==> config.mk <==
export PLATFORM = sky130hd
export DESIGN_NAME = flash_unit_busy_timer_unit
export DESIGN_NICKNAME = d
export VERILOG_FILES = /design/src/hdl/fbt_pkg.sv /design/src/hdl/flash_unit_busy_timer_unit.sv /design/src/hdl/fbt_ram.sv
export SDC_FILE = /design/constraint.sdc
export NUM_CORES = 2
export LEC_CHECK = 0
export ABC_AREA = 1
export BUFFER_PORTS_ARGS = -buffer_cell sky130_fd_sc_hd__buf_2
export CAP_MARGIN = 20
export CORE_ASPECT_RATIO = 1.25
export CORE_MARGIN = 8
export CORE_UTILIZATION = 45
export CTS_CLUSTER_SIZE = 28
export DETAILED_ROUTE_END_ITERATION = 7
export PLACE_DENSITY_LB_ADDON = 0.1
export SLEW_MARGIN = 20
export SYNTH_ARGS = -nofsm -noshare
export SYNTH_HDL_FRONTEND = slang
export SYNTH_HIERARCHICAL = 1
export SYNTH_SLANG_ARGS = --single-unit
==> constraint.sdc <==
create_clock -name clk -period 13.2 [get_ports clk]
set_input_delay 1.32 -clock clk [delete_from_list [all_inputs] [get_ports clk]]
set_output_delay 1.32 -clock clk [all_outputs]
set_load 0.1 [all_outputs]
==> src/hdl/fbt_pkg.sv <==
// shared types, codes and helpers of the flash unit busy timer
package fbt_pkg;

    localparam int NUM_UNITS = 16;
    localparam int UNIT_W    = 4;
    localparam int TAG_W     = 16;
    localparam int TIME_W    = 20;
    localparam int TYPE_W    = 3;

    // reciprocal of ten, exact for any 20-bit operand
    localparam logic [TIME_W-1:0] RECIP10 = 20'hCCCCD;
    localparam int                RECIP_SHIFT = 23;

    typedef enum logic [TYPE_W-1:0] {
        OP_READ    = 3'd0,
        OP_PROGRAM = 3'd1,
        OP_ERASE   = 3'd2,
        OP_DUMMY   = 3'd3,
        OP_TRIM    = 3'd4
    } op_t;

    typedef enum logic [1:0] {
        STAT_OK      = 2'd0,
        STAT_BUSY    = 2'd1,
        STAT_INVALID = 2'd2
    } status_t;

    localparam logic KIND_ISSUE = 1'b0;
    localparam logic KIND_DONE  = 1'b1;
    localparam logic ACT_ISSUE  = 1'b0;
    localparam logic ACT_TICK   = 1'b1;

    localparam logic [1:0] REG_TIMING_EN = 2'd0;
    localparam logic [1:0] REG_PROGRAM   = 2'd1;
    localparam logic [1:0] REG_READ      = 2'd2;
    localparam logic [1:0] REG_ERASE     = 2'd3;

    // one unit entry of the state memory
    typedef struct packed {
        logic [TAG_W-1:0]  tag;
        logic [TIME_W-1:0] elapsed;
        logic [TIME_W-1:0] target;
    } entry_t;

    localparam int ENTRY_W = $bits(entry_t);

    // one result item
    typedef struct packed {
        logic              kind;
        logic [1:0]        status;
        logic [UNIT_W-1:0] unit;
        logic [TAG_W-1:0]  tag;
    } result_t;

    function automatic logic [TIME_W-1:0] div10(input logic [TIME_W-1:0] t);
        logic [2*TIME_W-1:0] prod;
        prod = (2*TIME_W)'(t) * (2*TIME_W)'(RECIP10);
        return TIME_W'(prod[2*TIME_W-1:RECIP_SHIFT]);
    endfunction

endpackage

==> src/hdl/flash_unit_busy_timer_unit.sv <==
// top level of the flash unit busy timer: issue handling, tick scan, output staging
//
//  channel  | direction | contents
//  s_*      | in        | tuser action; tdata op type, unit, tag
//  m_*      | out       | tuser kind; tdata status, done_unit, done_tag; tlast
//  apb      | in/out    | timing_enable, program/read/erase times at 0x0..0xC
//
// an issue passes through ISSUE and FIN, with a scan between them when timing is off and the unit is taken
// a tick runs a scan: one state memory read per unit, pipelined one unit a cycle while the scan does not stall
// the scan stalls only when a completion is found while a result is already held and the output register is full,
// and the last result waits for the output register in the same way
// reset clears all busy bits; unit entries are written on issue before their contents matter
// the input is taken only when the previous item has finished, including any scan
module flash_unit_busy_timer_unit
    import fbt_pkg::*;
(
    input  logic        clk,
    input  logic        rst_n,
    input  logic        s_tvalid,
    output logic        s_tready,
    input  logic [23:0] s_tdata,   // op_type[2:0], unit[6:3], tag[22:7], zero
    input  logic        s_tuser,   // action
    output logic        m_tvalid,
    input  logic        m_tready,
    output logic [23:0] m_tdata,   // status[1:0], done_unit[5:2], done_tag[21:6], zero
    output logic        m_tuser,   // kind
    output logic        m_tlast,
    input  logic        psel,
    input  logic        penable,
    input  logic        pwrite,
    input  logic [3:0]  paddr,
    input  logic [31:0] pwdata,
    output logic [31:0] prdata,
    output logic        pready
);

    typedef enum logic [2:0] {
        ST_IDLE,
        ST_ISSUE,
        ST_SCAN_RD,
        ST_SCAN,
        ST_FIN
    } state_t;

    state_t state_reg, state_next;

    logic              timing_en_reg;
    logic [TIME_W-1:0] program_time_reg;
    logic [TIME_W-1:0] read_time_reg;
    logic [TIME_W-1:0] erase_time_reg;

    logic [NUM_UNITS-1:0] busy_reg, busy_next;
    logic                 scan_inc_reg, scan_inc_next;
    logic [UNIT_W-1:0]    chk_idx_reg, chk_idx_next;
    logic [TYPE_W-1:0]    iss_type_reg, iss_type_next;
    logic [UNIT_W-1:0]    iss_unit_reg, iss_unit_next;
    logic [TAG_W-1:0]     iss_tag_reg, iss_tag_next;
    logic                 pend_valid_reg, pend_valid_next;
    result_t              pend_reg, pend_next;
    logic                 out_valid_reg, out_valid_next;
    result_t              out_reg, out_next;
    logic                 out_last_reg, out_last_next;

    logic              ram_we, ram_re;
    logic [UNIT_W-1:0] ram_waddr, ram_raddr;
    entry_t            ram_wdata, ram_rdata;

    logic              cfg_wr;
    logic              push_ok;
    logic [TIME_W-1:0] op_time, op_target;
    logic              cur_busy, cur_done, cur_stall;
    logic [TIME_W-1:0] cur_elapsed;

    fbt_ram #(
        .WIDTH (ENTRY_W),
        .DEPTH (NUM_UNITS)
    ) u_state_ram (
        .clk   (clk),
        .we    (ram_we),
        .waddr (ram_waddr),
        .wdata (ram_wdata),
        .re    (ram_re),
        .raddr (ram_raddr),
        .rdata (ram_rdata)
    );

    // configuration port
    assign pready = 1'b1;
    assign cfg_wr = psel && penable && pwrite && pready;

    always_comb
    begin
        unique case (paddr[3:2])
            REG_TIMING_EN: prdata = {31'd0, timing_en_reg};
            REG_PROGRAM:   prdata = {12'd0, program_time_reg};
            REG_READ:      prdata = {12'd0, read_time_reg};
            REG_ERASE:     prdata = {12'd0, erase_time_reg};
            default:       prdata = '0;
        endcase
    end

    always_ff @(posedge clk or negedge rst_n)
    begin
        if (!rst_n)
        begin
            timing_en_reg    <= 1'b0;
            program_time_reg <= TIME_W'(200);
            read_time_reg    <= TIME_W'(50);
            erase_time_reg   <= TIME_W'(2000);
        end
        else if (cfg_wr)
        begin
            unique case (paddr[3:2])
                REG_TIMING_EN: timing_en_reg    <= pwdata[0];
                REG_PROGRAM:   program_time_reg <= pwdata[TIME_W-1:0];
                REG_READ:      read_time_reg    <= pwdata[TIME_W-1:0];
                REG_ERASE:     erase_time_reg   <= pwdata[TIME_W-1:0];
                default:       ;
            endcase
        end
    end

    // target delay: time of the op type minus a tenth of it; zero when timing is off or for other op types
    always_comb
    begin
        unique case (iss_type_reg)
            OP_READ:    op_time = read_time_reg;
            OP_PROGRAM: op_time = program_time_reg;
            OP_ERASE:   op_time = erase_time_reg;
            default:    op_time = '0;
        endcase
        if (!timing_en_reg)
        begin
            op_time = '0;
        end
        op_target = op_time - div10(op_time);
    end

    // per-unit check during a scan
    assign push_ok     = !out_valid_reg || m_tready;
    assign cur_busy    = busy_reg[chk_idx_reg];
    assign cur_elapsed = (scan_inc_reg && cur_busy && ram_rdata.elapsed != '1)
                         ? ram_rdata.elapsed + 1'b1 : ram_rdata.elapsed;
    assign cur_done    = cur_busy && (cur_elapsed >= ram_rdata.target);
    assign cur_stall   = cur_done && pend_valid_reg && !push_ok;

    always_comb
    begin
        state_next      = state_reg;
        busy_next       = busy_reg;
        scan_inc_next   = scan_inc_reg;
        chk_idx_next    = chk_idx_reg;
        iss_type_next   = iss_type_reg;
        iss_unit_next   = iss_unit_reg;
        iss_tag_next    = iss_tag_reg;
        pend_valid_next = pend_valid_reg;
        pend_next       = pend_reg;
        out_valid_next  = out_valid_reg && !m_tready;
        out_next        = out_reg;
        out_last_next   = out_last_reg;
        ram_we          = 1'b0;
        ram_waddr       = chk_idx_reg;
        ram_wdata       = '{tag: ram_rdata.tag, elapsed: cur_elapsed,
                            target: ram_rdata.target};
        ram_re          = 1'b0;
        ram_raddr       = chk_idx_reg;

        unique case (state_reg)
            ST_IDLE:
            begin
                if (s_tvalid)
                begin
                    if (s_tuser == ACT_TICK)
                    begin
                        scan_inc_next = 1'b1;
                        state_next    = ST_SCAN_RD;
                    end
                    else
                    begin
                        iss_type_next = s_tdata[2:0];
                        iss_unit_next = s_tdata[6:3];
                        iss_tag_next  = s_tdata[22:7];
                        state_next    = ST_ISSUE;
                    end
                end
            end
            ST_ISSUE:
            begin
                pend_valid_next = 1'b1;
                pend_next       = '{kind: KIND_ISSUE, status: STAT_OK,
                                    unit: iss_unit_reg, tag: iss_tag_reg};
                state_next      = ST_FIN;
                priority if (iss_type_reg > OP_TRIM)
                begin
                    pend_next.status = STAT_INVALID;
                end
                else if (busy_reg[iss_unit_reg])
                begin
                    pend_next.status = STAT_BUSY;
                end
                else
                begin
                    busy_next[iss_unit_reg] = 1'b1;
                    ram_we    = 1'b1;
                    ram_waddr = iss_unit_reg;
                    ram_wdata = '{tag: iss_tag_reg, elapsed: '0, target: op_target};
                    if (!timing_en_reg)
                    begin
                        scan_inc_next = 1'b0;
                        state_next    = ST_SCAN_RD;
                    end
                end
            end
            ST_SCAN_RD:
            begin
                ram_re       = 1'b1;
                ram_raddr    = '0;
                chk_idx_next = '0;
                state_next   = ST_SCAN;
            end
            ST_SCAN:
            begin
                if (!cur_stall)
                begin
                    ram_we = scan_inc_reg && cur_busy;
                    if (cur_done)
                    begin
                        busy_next[chk_idx_reg] = 1'b0;
                        // the held result is not the last one: send it on
                        if (pend_valid_reg)
                        begin
                            out_valid_next = 1'b1;
                            out_next       = pend_reg;
                            out_last_next  = 1'b0;
                        end
                        pend_valid_next = 1'b1;
                        pend_next       = '{kind: KIND_DONE, status: STAT_OK,
                                            unit: chk_idx_reg, tag: ram_rdata.tag};
                    end
                    if (chk_idx_reg == UNIT_W'(NUM_UNITS - 1))
                    begin
                        state_next = ST_FIN;
                    end
                    else
                    begin
                        ram_re       = 1'b1;
                        ram_raddr    = chk_idx_reg + 1'b1;
                        chk_idx_next = chk_idx_reg + 1'b1;
                    end
                end
            end
            ST_FIN:
            begin
                if (!pend_valid_reg)
                begin
                    state_next = ST_IDLE;
                end
                else if (push_ok)
                begin
                    out_valid_next  = 1'b1;
                    out_next        = pend_reg;
                    out_last_next   = 1'b1;
                    pend_valid_next = 1'b0;
                    state_next      = ST_IDLE;
                end
            end
            default:
            begin
                state_next = ST_IDLE;
            end
        endcase
    end

    always_ff @(posedge clk or negedge rst_n)
    begin
        if (!rst_n)
        begin
            state_reg      <= ST_IDLE;
            busy_reg       <= '0;
            scan_inc_reg   <= 1'b0;
            chk_idx_reg    <= '0;
            pend_valid_reg <= 1'b0;
            out_valid_reg  <= 1'b0;
        end
        else
        begin
            state_reg      <= state_next;
            busy_reg       <= busy_next;
            scan_inc_reg   <= scan_inc_next;
            chk_idx_reg    <= chk_idx_next;
            pend_valid_reg <= pend_valid_next;
            out_valid_reg  <= out_valid_next;
        end
    end

    always_ff @(posedge clk)
    begin
        iss_type_reg <= iss_type_next;
        iss_unit_reg <= iss_unit_next;
        iss_tag_reg  <= iss_tag_next;
        pend_reg     <= pend_next;
        out_reg      <= out_next;
        out_last_reg <= out_last_next;
    end

    assign s_tready = (state_reg == ST_IDLE);
    assign m_tvalid = out_valid_reg;
    assign m_tuser  = out_reg.kind;
    assign m_tlast  = out_last_reg;
    assign m_tdata  = {2'b00, out_reg.tag, out_reg.unit, out_reg.status};

    // a completion never carries a reject status
    assert property (@(posedge clk) disable iff (!rst_n)
        (m_tvalid && m_tuser == KIND_DONE) |-> (m_tdata[1:0] == STAT_OK))
        else $error("completion with nonzero status");

    // write-back of one unit never collides with the read of the next
    assert property (@(posedge clk) disable iff (!rst_n)
        (ram_we && ram_re) |-> (ram_waddr != ram_raddr))
        else $error("state memory read and write on the same entry");

    // units are only taken busy by an issue
    assert property (@(posedge clk) disable iff (!rst_n)
        (state_reg != ST_ISSUE) |=> ($countones(busy_reg) <= $countones($past(busy_reg))))
        else $error("busy bit set outside issue");

    // every issue leaves a status result waiting
    assert property (@(posedge clk) disable iff (!rst_n)
        (state_reg == ST_ISSUE) |=> pend_valid_reg)
        else $error("issue without status result");

    // nothing is held back when the block goes idle
    assert property (@(posedge clk) disable iff (!rst_n)
        (state_reg == ST_IDLE) |-> !pend_valid_reg)
        else $error("result left pending in idle");

endmodule

==> src/hdl/fbt_ram.sv <==
// generic simple dual-port ram with registered read
module fbt_ram #(
    parameter int WIDTH = 8,
    parameter int DEPTH = 16
) (
    input  logic                     clk,
    input  logic                     we,
    input  logic [$clog2(DEPTH)-1:0] waddr,
    input  logic [WIDTH-1:0]         wdata,
    input  logic                     re,
    input  logic [$clog2(DEPTH)-1:0] raddr,
    output logic [WIDTH-1:0]         rdata
);

    logic [WIDTH-1:0] mem [DEPTH];

    always_ff @(posedge clk)
    begin
        if (we)
        begin
            mem[waddr] <= wdata;
        end
        if (re)
        begin
            rdata <= mem[raddr];
        end
    end

endmodule
==> results.yml <==
route:
  wl_met1_um: 67000
  routed_via_density: 5.10
  drc_errors: 0
  top_layer: "met4"
  wl_met2_um: 78800
  drt_iter0_drc: 2823
  ant_nets: 0
  dr.pass1.iters: 5
  wl_met3_um: 7760
  vias: 39300
  routedWlPerCell_um: 20.6
  wirelength_um: 159000
run_status:
  status: "complete, no violations"
timing:
  grt_setup_unrepaired: "no"
  setup_viol: 0
  min_period_ns: 10.32
  finalHoldViolations: 0
  relSlewSlack: 0.264
  finalClockSkew_ns: 0.0395
  fin_crit_sh: 0.782
  setup_tns_ns: 0
  drv_slew: 0
  fmax_mhz: 96.9
  worstMarginPinSlew_ns: 1.10
layout:
  drive_above_1_share: 0.0784
  nNetsFinal: 6346
  nFillCells: 11800
  diodes: 0
  largest_reg_flops: 896
  area_delta_synth_final_pct: 9.59
clock_tree:
  hold_buffers: 0
  clock_latency_ns: 0.75
  cts_buffers: 112
  cts_tree: "done"
  cts_htree_levels: 3
  clockBufferDepth: 3
  ctsResizeCount: 0
  path_clk_slew_ns: 0.06
  cts-root-buf: "clkbuf_16"
  cts_setup_buffers: 0
  clkSinkCount: 1109
logic_synthesis:
  async_flop_share: 0.0784
  yosysWarningCount: 6
  synthFlopType: "edfxtp_1"
  synth_edf_count: 1022
  yosysTopAreaCell: "edfxtp_1"
  synth_area_um2: 58200
  synth_area_leaders: "edfxtp_1, nand2_1, inv_1"
  synth_top_area_frac: 0.527
  syn_inst: 5854
  ys_types: 62
  yosysSeqAreaShare: 0.565
  synth_seq_cells: 1109
  syn_area_per_cell_um2: 9.94
worst_setup_path:
  critical_path.endpoint_type: "flip-flop"
  startpoint_type: "flip-flop"
  r2r_cells: 34
  crit_fanout: 18
  crit_path_max_incr_delay_ns: 0.79
  critPathKind: "flip-flop to flip-flop"
  crit_required_ns: 13.58
  critPathSlowestCell: "o21ai_1"
  worstPathArrival_ns: 10.70
die:
  core_area_um2: 128000
  initial_core_util: 0.453
  fp-row-count: 147
  die_w_um: 338
  fp.dieH_um: 418
  io_pins: 129
  dieArea_um2: 141000
global_route:
  track_usage: 0.223
  antenna_found_initial: 1
  grt_pass1_vias: 38400
  grt_pass1_wl_um: 239000
  grt_max_degree: 219
  overflow: 0
placed_design:
  gp_congestion: 0.903
  dp_hpwl_um: 91800
  portBuffers: 98
hold_path:
  min_path_cells: 0
  hp-class: "flip-flop to flip-flop"
flow_run:
  drv_cap: 0
==> path summary, 6_finish.rpt <==
kind	start	endpoint	slack [ns]
max	iss_type_reg[1]	u_state_ram/mem[1][16]	2.88
min	pend_reg[18]	m_tdata[4]	0.41
max reg2reg	iss_type_reg[1]	u_state_ram/mem[1][16]	2.88
min reg2reg	pend_reg[18]	m_tdata[4]	0.41
max in group asynchronous	rst_n	busy_reg[5]	11.53
min in group asynchronous	rst_n	program_time_reg[17]	0.46
==> cell families after synthesis <==
group,count (synthesis),synth area share
AOI/OAI and AO/OA,398,0.0411
muxes,23,0.00438
DFF,1109,0.565
buffers and inverters,1356,0.0993
adders and majority gates,380,0.0984
other,2,0.000129
and+or+nand+nor,2527,0.183
xor gates and xnor gates,59,0.00888
==> synth_stat cells, drive strengths merged, types with 10 or more instances <==
cell type     n
nor3         22
o221ai       38
xor2         40
edfxtp     1022
ha          250
inv        1108
o21bai       10
o21ai       210
dfrtp        75
buf         189
a21oi        84
o21a         10
clkbuf       57
xnor2        19
o211ai       13
dfstp        12
nand4        26
mux2         20
fa          130
nor2        185
nand3       711
nand2      1568
==> through the flow <==
stage / std cells / area, um^2 / util / setup slack, ns / hold slack (ns)
floorplan: 5867 / 58300 / - / 4.94 / 0.400
global placement: 7490 / 60000 / 0.467 / 2.79 / 0.405
detailed placement: 7495 / 60100 / 0.468 / 2.69 / 0.406
CTS: 7704 / 63700 / 0.497 / 2.66 / 0.412
global route: 7706 / 63800 / 0.497 / 2.23 / 0.420
finish: 7706 / 63800 / 0.497 / 2.88 / 0.413
==> worst max-delay path: cells and delay by family, from the launching register on <==
family | cells | cell delay [ns]
adder cells (fa/ha/maj) | 9 | 3.85
XOR/XNOR | 2 | 0.41
AO/OA/AOI/OAI | 6 | 2.27
flip-flops | 1 | 0.48
AND/OR/NAND/NOR | 11 | 2.22
buffers and inverters | 6 | 0.68
==> layer usage <==
metal	up-vias	track usage
li1	19100	-
met1	19000	0.289
met2	963	0.386
met3	269	0.0273
met4	0	0.0780
met5	-	0
==> placed cells by master, fill, tap and decap left out, types with 15 or more instances in the layout <==
master and count:
o21ai_1 23, nand2_1 1557, nor2_4 23, dfrtp_1 75, conb_1 15, clkinv_1 28, buf_2 97, a21oi_1 82
o21ai_2 21, nor2_1 145, ha_1 250, o221ai_1 38, xor2_1 40, clkbuf_16 112, xnor2_1 19, o21ai_0 164
fa_1 130, nand3_1 710, nand4_1 26, nor2_2 16, clkinv_2 27, buf_4 60, nor3_1 18, mux2_2 20
inv_1 1095, edfxtp_1 1022
==> final cells by class <==
type                    count  area, um^2  area share
clock buffers             130        2910      0.0456
clock inverters            79         766      0.0120
inverters                1110        4200      0.0659
multi-input cells        3402       19800       0.311
flip-flops and latches   1109       32900       0.515
well taps                1713        2140      0.0336
repair buffers            163        1060      0.0167
Power is not shown: default switching activity piles up to over one toggle a cycle in this logic, so the estimate is an artifact.
